===== config.mk =====
export PLATFORM = sky130hd
export DESIGN_NAME = irbl_ctrl
export DESIGN_NICKNAME = d
export VERILOG_FILES = /design/src/sv/irbl_pkg.sv /design/src/sv/irbl_ctrl.sv
export SDC_FILE = /design/constraint.sdc
export NUM_CORES = 1
export LEC_CHECK = 0
export BUFFER_PORTS_ARGS = -buffer_cell sky130_fd_sc_hd__buf_2
export CAP_MARGIN = 20
export CORE_AREA = 5 5 42 44
export CTS_CLUSTER_DIAMETER = 30
export DETAILED_ROUTE_END_ITERATION = 16
export DIE_AREA = 0 0 47 49
export PLACE_DENSITY = 0.46
export SLEW_MARGIN = 20
export SYNTH_ARGS = -nofsm -noshare
export SYNTH_HDL_FRONTEND = slang
export SYNTH_SLANG_ARGS = --single-unit

===== constraint.sdc =====
create_clock -name clk -period 2.6 [get_ports clk]
set_clock_uncertainty 0.2 [all_clocks]
set_input_delay 0.13 -clock clk [delete_from_list [all_inputs] [get_ports clk]]
set_output_delay 0.13 -clock clk [all_outputs]
set_load 0.02 [all_outputs]

===== src/sv/irbl_pkg.sv =====
// Shared types and constants for the IPv4 range bucket lookup core.
// Used by every module of the block except irbl_ram; depends on nothing else.
`default_nettype none
package irbl_pkg;

	localparam int RECORD_DEPTH = 524288;
	localparam int BUCKET_DEPTH = 65536;

	localparam int OPC_W = 2;
	localparam int SLOT_W = 19;
	localparam int BSTART_W = 20;
	localparam int IP_W = 32;
	localparam int OFF_W = 24;
	localparam int LEN_W = 16;
	localparam int LOC_W = OFF_W + LEN_W;
	localparam int RECNO_W = 19;

	localparam int RCNT_W = 20;
	localparam int DEND_W = 25;
	localparam int CAP_W = 17;

	localparam int PADDR_W = 4;
	localparam int PDATA_W = 32;

	localparam logic [OPC_W-1:0] OP_WR_BUCKET = 2'd0;
	localparam logic [OPC_W-1:0] OP_WR_RECORD = 2'd1;
	localparam logic [OPC_W-1:0] OP_LOOKUP = 2'd2;

	localparam logic [1:0] REG_MODE = 2'd0;
	localparam logic [1:0] REG_RECORD_COUNT = 2'd1;
	localparam logic [1:0] REG_DATA_END = 2'd2;
	localparam logic [1:0] REG_OUT_CAPACITY = 2'd3;

	localparam logic MODE_RESET = 1'b1;
	localparam logic [RCNT_W-1:0] RECORD_COUNT_RESET = '0;
	localparam logic [DEND_W-1:0] DATA_END_RESET = '0;
	localparam logic [CAP_W-1:0] OUT_CAPACITY_RESET = 17'd512;

	typedef enum logic [1:0] {
		ST_IDLE,
		ST_BKT,
		ST_SCAN,
		ST_EMIT
	} state_t;

	typedef struct packed {
		logic mode;
		logic [RCNT_W-1:0] record_count;
		logic [DEND_W-1:0] data_end;
		logic [CAP_W-1:0] out_capacity;
	} cfg_t;

	typedef struct packed {
		logic accept;
		logic load_idx;
		logic scan;
		logic capture;
		logic emit;
	} ctl_cmd_t;

	typedef struct packed {
		logic bkt_ok;
		logic in_range;
		logic pend;
		logic hit;
	} ctl_sts_t;

endpackage
`default_nettype wire


===== src/sv/irbl_ctrl.sv =====
// Lookup sequencer: drives the datapath through bucket read, scan and result.
// Depends on irbl_pkg.
`default_nettype none
module irbl_ctrl (
	input  wire logic                       clk,
	input  wire logic                       arst_n,
	input  wire logic                       start,
	input  wire logic [irbl_pkg::OPC_W-1:0] opcode,
	input  wire irbl_pkg::ctl_sts_t         sts,
	output irbl_pkg::ctl_cmd_t              cmd,
	output logic                            busy
);

	irbl_pkg::state_t state_q, state_d;

	always_ff @(posedge clk or negedge arst_n) begin
		if (!arst_n) begin
			state_q <= irbl_pkg::ST_IDLE;
		end else begin
			state_q <= state_d;
		end
	end

	always_comb begin
		state_d = state_q;
		cmd = '0;
		busy = 1'b1;
		case (state_q)
			irbl_pkg::ST_IDLE: begin
				busy = 1'b0;
				if (start) begin
					cmd.accept = 1'b1;
					if (opcode == irbl_pkg::OP_LOOKUP) begin
						state_d = irbl_pkg::ST_BKT;
					end
				end
			end
			irbl_pkg::ST_BKT: begin
				if (sts.bkt_ok) begin
					cmd.load_idx = 1'b1;
					state_d = irbl_pkg::ST_SCAN;
				end else begin
					state_d = irbl_pkg::ST_EMIT;
				end
			end
			irbl_pkg::ST_SCAN: begin
				cmd.scan = 1'b1;
				if (sts.hit) begin
					cmd.capture = 1'b1;
					state_d = irbl_pkg::ST_EMIT;
				end else if (!sts.pend && !sts.in_range) begin
					state_d = irbl_pkg::ST_EMIT;
				end
			end
			irbl_pkg::ST_EMIT: begin
				cmd.emit = 1'b1;
				state_d = irbl_pkg::ST_IDLE;
			end
			default: begin
				state_d = irbl_pkg::ST_IDLE;
			end
		endcase
	end

endmodule
`default_nettype wire


==> summary.txt, run 1 <==
Yosys
  • Synth Flop Type: dfrtp_1
  • Ys async rst share: 100.0%
  • Syn Nets: 37
  • Top cells by area, synth: ha_1, dfrtp_1, inv_1
  • Synth top area share: 28.25%
  • Leading area contributor after synthesis: ha_1
  • Gate count after technology mapping: 23
  • Yosys cell types: 14
  • Sequential-to-total area share from yosys stat: between 20 and 25%
  • Post-synth EDFFs: 0
  • Count leader, synth: ha_1
  • #FFs+latches synth: 2
  • Post-Syn Area: 221.5 um2
  • Post-synth top cells: ha_1, inv_1, and2_1, dfrtp_1
  • Synth warnings: 0
  • Avg Cell Area, Syn: 9.629 um2

STA
  • Slew HR: a little under nine tenths
  • Worst Tran Pin Value: 0.2043 ns
  • Highest clock rate: 593.1 MHz
  • Max Slew Vio Count: 0
  • Total negative slack: 0 ns
  • Final setup margin: 0.9138 ns
  • Count of final setup violators: 0
  • Min Clock Period, post-route: 1.686 ns
  • RSZ-0062 raised after global routing: false
  • Hold Fails Final Rpt: 0
  • Fraction of the cycle the final worst path needs: between 60 and 70%

Finish
  • Final #Nets: 57
  • Top reg by flops: state_q
  • Max reg flops: 2
  • Proportion of layout cells with a drive suffix above 1: roughly half
  • Final Util: 24.55%
  • Largest registers: state_q: 2 flops
  • Multi-input logic area: between 150 and 200 um2
  • Reg area: 50.05 um2
  • Filler cell count: approximately 170
  • Antenna cell count: 0
  • Area Growth Syn to Fin: 55.37%
  • Post-route cell area: approximately 340 um2

Run
  • Maxcap violations: 0

Critical path
  • CP Capture Type: flip-flop
  • Critical path fanouts, max: 5
  • Crit path largest cell delay: roughly 0.38 ns
  • Crit path kind: flip-flop to flip-flop
  • Crit path cell chain: inv_1 > ha_1 > nand2b_1 > o22a_2 > mux2_4
  • Slowest CP cell: dfrtp_1
  • CP Data Required Time: 2.50 ns
  • Startpoint Class: flip-flop
  • Crit path max-delay family: flip-flops
  • Worst Path Arrival: 1.59 ns
  • CP Buf/Inv Count: 1

Global routing
  • Vias in the first global route: 222
  • Total grt overflow: 0
  • Initial antenna violation count: 0
  • Busiest layer in global routing: met1
  • Met3 Use GR: 2.583%
  • GR Util met2: 6.109%
  • Gr usage total: 5.282%
  • Largest net degree at the start of global routing: 6
  • Met1 usage: 6.374%
  • First-pass GRT wire length: around 850 um

Place
  • DP HPWL: 401.8 um
  • Port Buffer Count: 14
  • Gp weighted congestion: ~0.64
  • Worst slack, placed: 0.8995 ns
  • DP Area: 311.5 um2

Drt
  • Routed WL per cell: 9.140 um
  • Drt first pass iters: 2
  • 1st-iter DRT viols: 3
  • Overall routed net length: 521 um
  • DR DRC count: 0
  • Vias per inst: 3.754
  • Antenna Nets Post-Route: 0
  • Via count: approximately 210

Power and ir drop
  • Worst VDD drop: slightly below 0.0005 V
  • Leakage power: 0.1988 nW
  • Power per cell area: 1130 mW/mm2

CTS
  • Clk slew on worst S/H paths: 0.03 ns
  • Root buf cell: clkbuf_4
  • Clk buf depth: 2
  • Inserted Clock Buffers: 3
  • Number of setup buffers added after CTS: 0
  • CTS tree: done
  • Clock latency at the later pin of the worst-skew pair: 0.22 ns
  • Number of H-tree levels: 1
  • CTS Sinks: 2

Floorplanning
  • Row count: 14
  • Die Height: ~50 um
  • Initial Utilization: 15.80%
  • Placeable Area: between 0.001 and 0.0015 mm2
  • Horiz. Die Dim: 47 um
  • Ports: 15
  • Die area: 0.002303 mm2

Min path
  • Hold WC Path Type: input pin to async pin

Outcome
  • Status: complete, no violations
## area by class of cell
cell class | instances | area share (%)
multi-input combinational | 17 | 45.45
timing repair buffer | 15 | 23.27
clock buffer | 3 | 6.545
sequential | 2 | 14.55
tap | 16 | 5.818
inverter | 4 | 4.364
## cells in the final DEF, fill, tap and decap left out
master / instances
nor2_1: 1
buf_2: 14
clkbuf_4: 3
and3b_1: 1
o22a_2: 1
dlygate4sd3_1: 1
nand2b_1: 1
or2_2: 1
a22oi_1: 1
and2_2: 1
mux2_4: 1
o221ai_1: 1
inv_1: 4
a211oi_1: 1
ha_1: 5
and2_1: 2
dfrtp_1: 2
## logic make-up (layout without fill, tap and decap cells)
family	count (synthesis)	in the layout	share of synthesized area (%)
AOI/OAI and AO/OA	4	4	15.26
adders and majority gates	5	5	28.25
buffers and inverters	4	22	6.778
DFF	2	2	22.60
muxes	1	1	6.778
and+or+nand+nor	7	7	20.34
## worst paths after layout
check	startpoint	endpoint	slack, ns	depth (start not counted)
worst max-delay path	state_q[0]$_DFFE_PN0P_	state_q[1]$_DFFE_PN0P_	0.91	5
worst min-delay path	arst_n	state_q[1]$_DFFE_PN0P_	0.03	2
worst max register to register	state_q[0]$_DFFE_PN0P_	state_q[1]$_DFFE_PN0P_	0.91	5
worst min register to register	state_q[1]$_DFFE_PN0P_	state_q[1]$_DFFE_PN0P_	0.40	1
max in group asynchronous	arst_n	state_q[0]$_DFFE_PN0P_	2.07	2
min in group clk	sts[2]	state_q[0]$_DFFE_PN0P_	0.13	4
## where the power goes
| group | leakage (nW) | switching, mW | internal (mW) |
|---|---|---|---|
| Combinational | 0.162 | 0.137 | 0.117 |
| Clock | 0.0138 | 0.0179 | 0.0510 |
| Sequential | 0.0230 | 0.0165 | 0.0495 |
## stage by stage
stage,hold WS (ns),total power [mW],instances
2_1_floorplan,-0.3656,0.2583,23
3_3_place_gp,-0.2852,0.3214,53
3_5_place_dp,-0.2831,0.3207,53
4_1_cts,0.008693,0.3971,57
5_1_grt,0.04167,0.4313,57
6_report,0.02968,0.3887,57
## metal layers
layer / vias up / wire length, um
li1: 114 / -
met1: 85 / 260
met2: 15 / 167
met3: 0 / 93
met4: 0 / 0
met5: - / 0
## timing repair
item                                   CTS  global route
gates resized for setup                  0             0
endpoints found under the hold margin    2             0
hold buffers                             1             0
(Power assumes the default switching activity.)
==> inputs of run 2 (changes only) <==
--- a/config.mk
+++ b/config.mk
@@ -5,13 +5,14 @@
 export SDC_FILE = /design/constraint.sdc
 export NUM_CORES = 1
 export LEC_CHECK = 0
+export ABC_AREA = 1
 export BUFFER_PORTS_ARGS = -buffer_cell sky130_fd_sc_hd__buf_2
 export CAP_MARGIN = 20
 export CORE_AREA = 5 5 42 44
 export CTS_CLUSTER_DIAMETER = 30
 export DETAILED_ROUTE_END_ITERATION = 16
 export DIE_AREA = 0 0 47 49
-export PLACE_DENSITY = 0.46
+export PLACE_DENSITY = 0.47
 export SLEW_MARGIN = 20
 export SYNTH_ARGS = -nofsm -noshare
 export SYNTH_HDL_FRONTEND = slang
==> constraint.sdc (replaced) <==
create_clock -name clk -period 1.63 [get_ports clk]
set_clock_uncertainty 0.2 [all_clocks]
set_input_delay 0.0815 -clock clk [delete_from_list [all_inputs] [get_ports clk]]
set_output_delay 0.0815 -clock clk [all_outputs]
set_load 0.02 [all_outputs]
==> summary.txt, run 2 <==
Power and ir drop
  • Comb power frac: 63.9% (was 65.3%)
  • P_int: 302.9 uW (was 217.2 uW)
  • Worst VDD drop: 0.0003605 V (was 0.0004955 V)
  • Seq pwr share: 18.6% (was 17.0%)
  • Sw frac: 49.37% (was 44.12%)
  • Clock share of power: 17.5% (was 17.7%)
  • NetSw: 295.4 uW (was 171.5 uW)
  • Power per cell area: 1610 mW/mm2 (was 1130 mW/mm2)
  • Leakage power: 0.2531 nW (was 0.1988 nW)

Place
  • Gp weighted congestion: 0.6170 (was 0.6410)
  • Port Buffer Count: 14 (unchanged)
  • DP HPWL: 417.3 um (was 401.8 um)
  • DP Area: 329.1 um2 (was 311.5 um2)

STA
  • Hold Fails Final Rpt: 0 (unchanged)
  • Highest clock rate: approximately 670 MHz
  • RSZ-0062 raised after global routing: false (unchanged)
  • Worst Tran Pin Value: 0.1602 ns (was 0.2043 ns)
  • Fraction of the cycle the final worst path needs: 91.41%
  • Total negative slack: 0 ns (unchanged)
  • Count of final setup violators: 0 (unchanged)
  • Min Clock Period, post-route: 1.490 ns
  • Slew HR: 89.32% (was 86.30%)
  • Max Slew Vio Count: 0 (unchanged)

Yosys
  • Top cells by area, synth: ha_1, dfrtp_1, inv_1 (unchanged)
  • Post-synth top cells: inv_1, nand2_1, ha_1, nand3_1 (was ha_1, inv_1, and2_1, dfrtp_1)
  • Count leader, synth: inv_1 (was ha_1)
  • Post-Syn Area: 239.0 um2 (was 221.5 um2)
  • Yosys cell types: 7 (was 14)
  • Syn Nets: 51 (was 37)
  • Synth warnings: 0 (unchanged)
  • Ys async rst share: 100.0% (unchanged)
  • Post-synth EDFFs: 0 (unchanged)
  • Gate count after technology mapping: 37 (was 23)
  • Synth top area share: 26.18% (was 28.25%)
  • Sequential-to-total area share from yosys stat: 20.94% (was 22.60%)
  • Synth Flop Type: dfrtp_1 (unchanged)
  • #FFs+latches synth: 2 (unchanged)
  • Leading area contributor after synthesis: ha_1 (unchanged)
  • Avg Cell Area, Syn: 6.459 um2 (was 9.629 um2)

Finish
  • Most common cell after layout, fill and taps aside: buf_2 (unchanged)
  • Most frequent cells in the layout: buf_2, inv_1, nand2_1 (was buf_2, ha_1, inv_1)
  • Filler cell count: 170 (was 165)
  • Top reg by flops: state_q (unchanged)
  • Final #Nets: 72 (was 57)
  • Area Growth Syn to Fin: 55.50% (was 55.37%)
  • Reg area: 50.05 um2 (unchanged)
  • Max reg flops: 2 (unchanged)
  • Post-route cell area: 371.6 um2 (was 344.1 um2)
  • Largest registers: state_q: 2 flops (unchanged)
  • Antenna cell count: 0 (unchanged)
  • Multi-input logic area: 143.9 um2 (was 156.4 um2)
  • Final Util: 26.52% (was 24.55%)
  • Proportion of layout cells with a drive suffix above 1: 35.71% (was 51.22%)

Global routing
  • Vias in the first global route: 235 (was 222)
  • Total grt overflow: 0 (unchanged)
  • Largest net degree at the start of global routing: 6 (unchanged)
  • Gr usage total: 4.149% (was 5.282%)
  • First-pass GRT wire length: 731 um (was 848 um)
  • Initial antenna violation count: 0 (unchanged)

Critical path
  • CP dominant cell by count: inv_1
  • Critical path fanouts, max: 5 (unchanged)
  • Startpoint Class: flip-flop (unchanged)
  • Crit path kind: flip-flop to output pin (was flip-flop to flip-flop)
  • Crit path largest cell delay: 0.41 ns (was 0.38 ns)
  • CP Data Required Time: 1.35 ns (was 2.50 ns)
  • Worst Path Arrival: 1.21 ns (was 1.59 ns)
  • Crit path cell chain: inv_1 > ha_1 > nand2_1 > inv_1 > buf_2 (was inv_1 > ha_1 > nand2b_1 > o22a_2 > mux2_4)
  • CP Capture Type: output pin (was flip-flop)
  • Slowest CP cell: dfrtp_1 (unchanged)

CTS
  • Cts repair resizes: 0 (unchanged)
  • Number of H-tree levels: 1 (unchanged)
  • Inserted Clock Buffers: 3 (unchanged)
  • Clk slew on worst S/H paths: 0.03 ns (about the same)
  • Root buf cell: clkbuf_4 (unchanged)
  • Clk buf depth: 2 (unchanged)
  • CTS tree: done (unchanged)
  • CTS Sinks: 2 (unchanged)
  • Clock latency at the later pin of the worst-skew pair: 0.22 ns (about the same)

Drt
  • DR DRC count: 0 (unchanged)
  • Overall routed net length: 451 um (was 521 um)
  • Vias per inst: 3.528 (was 3.754)
  • Drt first pass iters: 1 (was 2)
  • Via count: 254 (was 214)
  • 1st-iter DRT viols: 0 (was 3)
  • Routed WL per cell: 6.264 um (was 9.140 um)
  • Antenna Nets Post-Route: 0 (unchanged)

Floorplanning
  • Placeable Area: 0.001401 mm2 (unchanged)
  • Die area: 0.002303 mm2 (unchanged)
  • Horiz. Die Dim: 47 um (unchanged)
  • Ports: 15 (unchanged)
  • Initial Utilization: 17.05% (was 15.80%)
  • Row count: 14 (unchanged)
  • Die Height: 49 um (unchanged)

Min path
  • Hold WC Path Type: input pin to flip-flop (was input pin to async pin)

Run
  • Maxcap violations: 0 (unchanged)

Outcome
  • Status: complete, no violations (unchanged)
[run 2: cell types whose count changed after synthesis, sizes merged, moves of 3 or more]
cell   delta
nand3     +5
nand2    +12
inv       +8
and2      -3
[run 2: metal layers]
| metal | vias to the layer above | wire, um | global-route usage, % |
|---|---|---|---|
| li1 | 145 | - | - |
| met1 | 105 | 166 | 3.720 |
| met2 | 4 | 257 | 7.466 |
| met3 | 0 | 27 | 0 |
| met4 | 0 | 0 | 4.147 |
| met5 | - | 0 | 0 |
[run 2: worst paths after layout]
kind	startpoint	to	slack [ns]	cells past startpoint
max	state_q[0]$_DFFE_PN0P_	cmd[1]	0.14	5
min	sts[0]	state_q[0]$_DFFE_PN0P_	0.03	5
max reg2reg	state_q[0]$_DFFE_PN0P_	state_q[1]$_DFFE_PN0P_	0.22	7
min reg2reg	state_q[1]$_DFFE_PN0P_	state_q[1]$_DFFE_PN0P_	0.35	2
max in group asynchronous	arst_n	state_q[1]$_DFFE_PN0P_	0.60	3
min in group asynchronous	arst_n	state_q[0]$_DFFE_PN0P_	0.51	3
[run 2: layout make-up]
type	count	share of cell area [%]
Clock buffer	3	6.061
Inverter	12	12.12
Tap cell	16	5.387
Sequential cell	2	13.47
Timing Repair Buffer	16	24.24
Multi-Input combinational cell	23	38.72
[run 2: cell families after synthesis]
group,after synthesis,synth area share [%]
adders and majority gates,5,26.18
and+or+nand+nor,18,34.03
DFF,2,20.94
buffers and inverters,12,18.85
[run 2: per-stage QoR]
step / hold slack, ns / worst slack (ns) / power [mW] / std cells
6_report: 0.03436 / 0.1401 / 0.5983 / 72
5_1_grt: 0.08595 / 0.03478 / 0.6824 / 72
4_1_cts: 0.03589 / 0.1122 / 0.6191 / 72
3_5_place_dp: -0.3308 / 0.2087 / 0.5027 / 67
3_3_place_gp: -0.3320 / 0.2171 / 0.5066 / 67
2_1_floorplan: -0.4141 / 0.1501 / 0.4029 / 37
[run 2: power groups by stage]
stage                     clock [mW]  combinational [mW]  sequential [mW]
final                          0.105               0.382            0.111
after global placement             0               0.393            0.113
after detailed placement           0               0.390            0.113
after floorplan                    0               0.298            0.105
after CTS                      0.112               0.395            0.112
after global routing           0.116               0.448            0.118
[run 2: critical path, delay by kind of cell (launching register included)]
family	cells	cell delay, ns
adder cells (fa/ha/maj)	1	0.20
buffers and inverters	3	0.33
flip-flops	1	0.41
AND/OR/NAND/NOR	1	0.06
[run 2: what timing repair did]
| action | in CTS | in global routing |
|---|---|---|
| hold endpoints to repair | 2 | 0 |
| hold buffers | 2 | 0 |
| buffers inserted | 0 | 0 |
